--- src/hdl/bffa_pkg.sv ---
// Package for the bitmap first-fit allocator.
// Holds the map geometry, the opcode, register and state codes, and the shared structs.
// No dependencies.
package bffa_pkg;

	// Map geometry
	localparam int MAP_BITS   = 4096;
	localparam int WORD_BITS  = 32;
	localparam int INDEX_W    = 12;
	localparam int INDEX_SPAN = 1 << INDEX_W;

	// Only bits below the index span can be reached
	localparam int REACH_BITS = (MAP_BITS < INDEX_SPAN) ? MAP_BITS : INDEX_SPAN;
	localparam int MAP_WORDS  = (MAP_BITS + WORD_BITS - 1) / WORD_BITS;
	localparam int WORD_IDX_W = (MAP_WORDS > 1) ? $clog2(MAP_WORDS) : 1;
	localparam int BIT_W      = $clog2(WORD_BITS);
	localparam int LAST_WORD  = (REACH_BITS - 1) / WORD_BITS;
	localparam int LAST_BIT   = (REACH_BITS - 1) % WORD_BITS;

	// Both maps share one word store, map select is the top address bit
	localparam int RAM_ADDR_W = WORD_IDX_W + 1;
	localparam int RAM_DEPTH  = 1 << RAM_ADDR_W;

	// Configuration port
	localparam int CFG_IDX_W  = 1;
	localparam int CFG_DATA_W = 12;

	typedef enum logic [1:0] {
		OP_SET   = 2'd0,
		OP_CLR   = 2'd1,
		OP_TEST  = 2'd2,
		OP_ALLOC = 2'd3
	} op_t;

	typedef enum logic [CFG_IDX_W-1:0] {
		CFG_INODE_START = 1'b0,
		CFG_DATA_START  = 1'b1
	} cfg_reg_t;

	typedef enum logic [2:0] {
		ST_IDLE,
		ST_READ,
		ST_EXEC,
		ST_SCAN,
		ST_DONE
	} state_t;

	typedef logic [WORD_BITS-1:0] word_t;

	typedef struct packed {
		logic                  en;
		logic [RAM_ADDR_W-1:0] addr;
		word_t                 data;
	} ram_wr_t;

	typedef struct packed {
		logic             found;
		logic [BIT_W-1:0] pos;
	} fz_res_t;

endpackage

--- src/hdl/bffa_find_zero.sv ---
// Shared search unit: lowest clear bit of one bitmap word within a bit window.
// Depends on bffa_pkg.
module bffa_find_zero
	import bffa_pkg::*;
(
	input  word_t            word,
	input  logic [BIT_W-1:0] lo,
	input  logic [BIT_W-1:0] hi,
	output fz_res_t          res
);

	// Priority encode from the top so the lowest free bit wins
	always_comb begin
		res = '0;
		for (int i = WORD_BITS - 1; i >= 0; i--) begin
			if (!word[i] && (BIT_W'(i) >= lo) && (BIT_W'(i) <= hi)) begin
				res.found = 1'b1;
				res.pos   = BIT_W'(i);
			end
		end
	end

endmodule

--- config.mk ---
export PLATFORM = sky130hd
export DESIGN_NAME = bffa_find_zero
export DESIGN_NICKNAME = d
export VERILOG_FILES = /design/src/hdl/bffa_pkg.sv /design/src/hdl/bffa_find_zero.sv
export SDC_FILE = /design/constraint.sdc
export NUM_CORES = 1
export LEC_CHECK = 0
export BUFFER_PORTS_ARGS = -buffer_cell sky130_fd_sc_hd__buf_2
export CAP_MARGIN = 0
export CELL_PAD_IN_SITES_DETAIL_PLACEMENT = 0
export CELL_PAD_IN_SITES_GLOBAL_PLACEMENT = 2
export CORE_MARGIN = 2
export CORE_UTILIZATION = 24
export DETAILED_ROUTE_END_ITERATION = 7
export PLACE_DENSITY = 0.88
export SLEW_MARGIN = 25
export SYNTH_ARGS = -nofsm -noshare
export SYNTH_HDL_FRONTEND = slang
export SYNTH_SLANG_ARGS = --single-unit
export TNS_END_PERCENT = 100
--- constraint.sdc ---
create_clock -name vclk -period 1.4
set_input_delay 0 -clock vclk [all_inputs]
set_output_delay 0 -clock vclk [all_outputs]
set_load 0.1 [all_outputs]
==> impl_metrics.env, run 1 <==
export IMPL_status="complete, but fails checks"
export IMPL_violations="negative setup slack"
export IMPL_crit_path_end_kind="output port"
export IMPL_portBuffers=48
export IMPL_design_seq_count=0
export IMPL_synthTopCellsByArea="a21oi_1, buf_2, nor2_1"
export IMPL_peakVddDrop_v=0.000335
export IMPL_nClkBuffers=0
export IMPL_grt_antenna_before_repair=0
export IMPL_wl_per_cell_um=16.6
export IMPL_worst_setup_path_type="input pin to output port"
export IMPL_drv_cap=0
export IMPL_fin_crit_ps=1790
export IMPL_fp_dieW_um=78.0
export IMPL_netlist_instances=202
export IMPL_dp_hpwl_um=4960
export IMPL_viasPerCell=5.68
export IMPL_finalNonFillerCells=386
export IMPL_avgSynthCellArea_sq_um=6.50
export IMPL_critPathMaxFanout=3
export IMPL_vias=2194
export IMPL_synth_most_common_cell="a21oi_1"
export IMPL_hold_viol_final=0
export IMPL_critPathLaunch="hi[0]"
export IMPL_synth_cell_types=60
export IMPL_fmax_mhz=558
export IMPL_drtIter0Drc=100
export IMPL_seq_area_frac_synth_pct=0
export IMPL_coreArea_sq_um=5200
export IMPL_start_util_pct=25.2
export IMPL_power_density_nw_per_um2=469
export IMPL_finalSetupViolCount=6
export IMPL_gp_congestion=0.897
export IMPL_hp_class="input pin to output port"
export IMPL_wl_um=6420
export IMPL_arrival_ps=1790
export IMPL_dr_pass1_iters=4
export IMPL_drcViolationCount=0
export IMPL_grt_overflow=0
export IMPL_drv_slew=0
export IMPL_yosysWarnings=0
export IMPL_areaGrowthSynthToFinish_pct=119
export IMPL_cp_slowest_cell="or4_4"
export IMPL_fin_nets=360
export IMPL_die_h_um=78.0
export IMPL_crit_chain="buf_6 -> or4_4 -> a22oi_4 -> o211ai_2 -> nand3b_4 -> or2_1 -> or2_4 -> buf_12"
export IMPL_setup_ws_ps=-393
export IMPL_antenna_left=0
export IMPL_num_antenna_cells=0
export IMPL_endpoint="res[5]"
export IMPL_start_kind="input pin"
export IMPL_synth_common_cells="a21oi_1, nor2_1, buf_2, nand2_1, o21ai_0"
export IMPL_slowest_delay_ps=560
export IMPL_die_area_sq_um=6080
export IMPL_rsz0062_at_grt="true"
export IMPL_hold_slack_ps=730
export IMPL_min_period_over_period_pct=128
export IMPL_synth_top_area_share_pct=6.48
export IMPL_worst_slew_pin_slew_ps=485
export IMPL_regArea_sq_um=0
export IMPL_placed_cells_incl_taps=376
export IMPL_leakagePower_nw=1.21
export IMPL_relSlewSlack_pct=67.4
export IMPL_crit_required_ps=1400
export IMPL_grt_pass1_vias=2253
export IMPL_synth_top_area_cell="a21oi_1"
export IMPL_grt_max_degree=20
export IMPL_grt_pass1_wl_um=10400
export IMPL_drive_above_1_share_pct=65.8
export IMPL_syn_nets=244
export IMPL_rows=26
export IMPL_ios=48
export IMPL_grtUsageTotal_pct=20.8
export IMPL_netlist_area_sq_um=1310
[cell usage in the layout (no fill, tap or decap), types with 3 or more instances in the layout]
cell      netlist  final
buf_4           0     77
buf_2          14     32
buf_6           1     14
nor2_1         16     13
a21oi_1        17     10
nand2_1        13      8
buf_12          0      7
and2_1          6      6
inv_1           5      5
nor3_1          8      5
or2_4           0      5
a21oi_2         0      5
o21ai_0        11      5
nand2_2         0      4
a2111o_1        4      4
a211o_1         4      4
and3_1          5      4
o211ai_1        4      4
or4_4           1      3
o21ai_2         0      3
nor2_4          0      3
a211oi_1        5      3
nand3_1         4      3
or2_2           6      3
o221ai_2        0      3
o21ai_1         0      3
o32ai_2         0      3
and4_1          3      3
[where the power goes]
group          internal (mW)  switching, mW
Sequential                 0              0
Combinational          0.628          0.718
Clock                      0              0
Total                  0.628          0.718
[per-layer routing]
| layer | track usage [%] | part of all wire (%) |
|---|---|---|
| met5 | 0 | 0 |
| met4 | 5.79 | 3.7 |
| met3 | 0.814 | 3.7 |
| met2 | 37.8 | 49 |
| met1 | 26.7 | 43 |
[per-stage QoR]
step	instance area, sq um	setup TNS [ps]	util, %	power [mW]	setup slack (ps)
after CTS	2670	-2080	51.2	1.25	-396
after detailed placement	2380	-2860	45.8	1.15	-510
final	2870	-1940	55.2	1.35	-393
after global placement	2380	-2590	45.8	1.13	-478
after floorplan	1510	-2530	-	0.692	-492
after global routing	2870	-2370	55.2	1.41	-452
[worst max-delay path, delay by kind of cell]
| family | cells | cell delay, ps |
|---|---|---|
| AOI/OAI and AO/OA | 2 | 330 |
| buffers and inverters | 2 | 270 |
| and+or+nand+nor | 4 | 1200 |
[cells by family after synthesis]
kind of cell / share of synthesized area [%]
fa+ha+maj: 0.763
simple gates: 37.8
buf+inv: 8.77
compound gates: 52.6
[repair_timing]
action                     CTS  global route
gates cloned                 1             1
setup endpoints to repair    6             6
gates resized for setup     52            36
pin swaps                   29            20
hold endpoints to repair     0             0
hold buffers                 0             0
buffers inserted             6             2
[how the worst min path moves through the flow]
stage            start      to  slack [ps]  depth (start not counted)
6_report       word[4]  res[2]         730                          7
3_5_place_dp   word[1]  res[1]         630                          5
3_3_place_gp   word[1]  res[1]         640                          5
4_1_cts        word[7]  res[2]         730                          6
5_1_grt        word[4]  res[2]         770                          7
2_1_floorplan  word[3]  res[1]         560                          3
[area by class of cell]
| cell class | instances | area (sq um) |
|---|---|---|
| Fill cell | 476 | 2330 |
| Multi-Input combinational cell | 178 | 1660 |
| Timing Repair Buffer | 133 | 1100 |
| Tap cell | 70 | 87.6 |
| Inverter | 5 | 18.8 |
Power figures use the tool's default switching activity.
==> run 2, diff against run 1 <==
PLACE_DENSITY = 0.9   (was 0.88)
REMOVE_ABC_BUFFERS = 1   (was unset)
==> impl_metrics.env, run 2 (synthesized netlist as in run 1, its figures left out) <==
export IMPL_grt_pass1_wl_um=9620
export IMPL_portBuffers=48
export IMPL_hold_buffers=0
export IMPL_critPathMaxFanout=5
export IMPL_drv_slew=0
export IMPL_design_seq_count=0
export IMPL_worst_setup_path_type="input pin to output port"
export IMPL_coreArea_sq_um=5200
export IMPL_n_fill_cell=512
export IMPL_drtIter0Drc=132
export IMPL_gp_congestion=0.917
export IMPL_drive_above_1_share_pct=59.3
export IMPL_nClkBuffers=0
export IMPL_drcViolationCount=0
export IMPL_cp_slowest_cell="or4_4"
export IMPL_grt_overflow=0
export IMPL_wl_um=6150
export IMPL_placed_cells_incl_taps=369
export IMPL_final_area_sq_um=2600
export IMPL_status="complete, but fails checks"
export IMPL_peakVddDrop_v=0.000449
export IMPL_min_period_over_period_pct=132
export IMPL_grt_pass1_vias=2017
export IMPL_finalNonFillerCells=377
export IMPL_num_antenna_cells=0
export IMPL_arrival_ps=1850
export IMPL_rows=26
export IMPL_start_kind="input pin"
export IMPL_crit_required_ps=1400
export IMPL_crit_chain="buf_12 -> buf_12 -> or4_4 -> a22oi_4 -> o211ai_2 -> nand3b_4 -> or2_4 -> or2_4 -> buf_12"
export IMPL_die_h_um=78.0
export IMPL_min_to="res[1]"
export IMPL_hp_class="input pin to output port"
export IMPL_final_cell_mix="buf_4, buf_2, buf_6, nor2_1, nand2_1"
export IMPL_die_area_sq_um=6080
export IMPL_ios=48
export IMPL_cpMostUsedCell="buf_12"
export IMPL_rsz0062_at_grt="true"
export IMPL_start_util_pct=25.2
export IMPL_dp_hpwl_um=4800
export IMPL_viasPerCell=5.60
export IMPL_leakagePower_nw=1.13
export IMPL_drv_cap=0
export IMPL_finalSetupViolCount=6
export IMPL_fmax_mhz=542
export IMPL_fp_dieW_um=78.0
export IMPL_crit_path_end_kind="output port"
export IMPL_vias=2113
export IMPL_fin_nets=351
export IMPL_fin_crit_ps=1850
export IMPL_slowest_delay_ps=450
export IMPL_grtUsageTotal_pct=19.0
export IMPL_regArea_sq_um=0
export IMPL_final_common_cell="buf_4"
export IMPL_grt_antenna_before_repair=0
export IMPL_dr_pass1_iters=4
export IMPL_power_mw=1.22
export IMPL_power_density_nw_per_um2=469
export IMPL_wl_per_cell_um=16.3
export IMPL_antenna_left=0
export IMPL_place_area_sq_um=2170
export IMPL_setup_ws_ps=-446
export IMPL_violations="negative setup slack"
export IMPL_areaGrowthSynthToFinish_pct=97.9
export IMPL_worst_slew_pin_slew_ps=438
export IMPL_relSlewSlack_pct=70.5
export IMPL_hold_path_startpoint="word[3]"
export IMPL_grt_max_degree=22
export IMPL_min_path_cells=5
export IMPL_hold_viol_final=0
## run 2: repair_timing
action,in CTS,in global routing
pin swaps,18,14
setup endpoints to repair,6,6
buffers inserted,6,2
gates resized for setup,57,32
## run 2: critical path, delay by kind of cell
family | cells | cell delay [ps]
simple gates | 4 | 1120
buf+inv | 3 | 380
compound gates | 2 | 340
## run 2: final cells by class
cell class                 instances  area, sq um  area share, %
multi-input combinational        178         1440           55.4
timing repair buffer             124         1050           40.5
tap                               70         87.6           3.37
inverter                           5         18.8          0.723
## run 2: power breakdown
group          switching (mW)  total [mW]  internal (mW)
Clock                       0           0              0
Combinational           0.641        1.22          0.577
Sequential                  0           0              0
Total                   0.641        1.22          0.577
## run 2: how the worst max path moves through the flow
stage,end,from
6_report,res[5],hi[2]
5_1_grt,res[5],hi[3]
4_1_cts,res[1],lo[2]
3_5_place_dp,res[1],hi[4]
3_3_place_gp,res[1],hi[4]
2_1_floorplan,res[3],lo[0]
## run 2: per-layer routing
metal	part of all wire (%)	vias to the layer above	track usage [%]	wire length, um
li1	-	1020	-	-
met1	42	980	25.9	2570
met2	49	101	33.4	3020
met3	6.9	12	1.40	426
met4	2.2	0	2.63	134
met5	0	-	0	0
## run 2: through the flow
| stage | util [%] | setup TNS (ps) | setup WS, ps | hold slack [ps] |
|---|---|---|---|---|
| global route | 49.9 | -2730 | -505 | 679 |
| detailed placement | 41.7 | -3090 | -555 | 602 |
| floorplan | - | -6450 | -1330 | 643 |
| global placement | 41.7 | -3050 | -597 | 606 |
| finish | 49.9 | -2320 | -446 | 626 |
| CTS | 47.1 | -2410 | -470 | 602 |
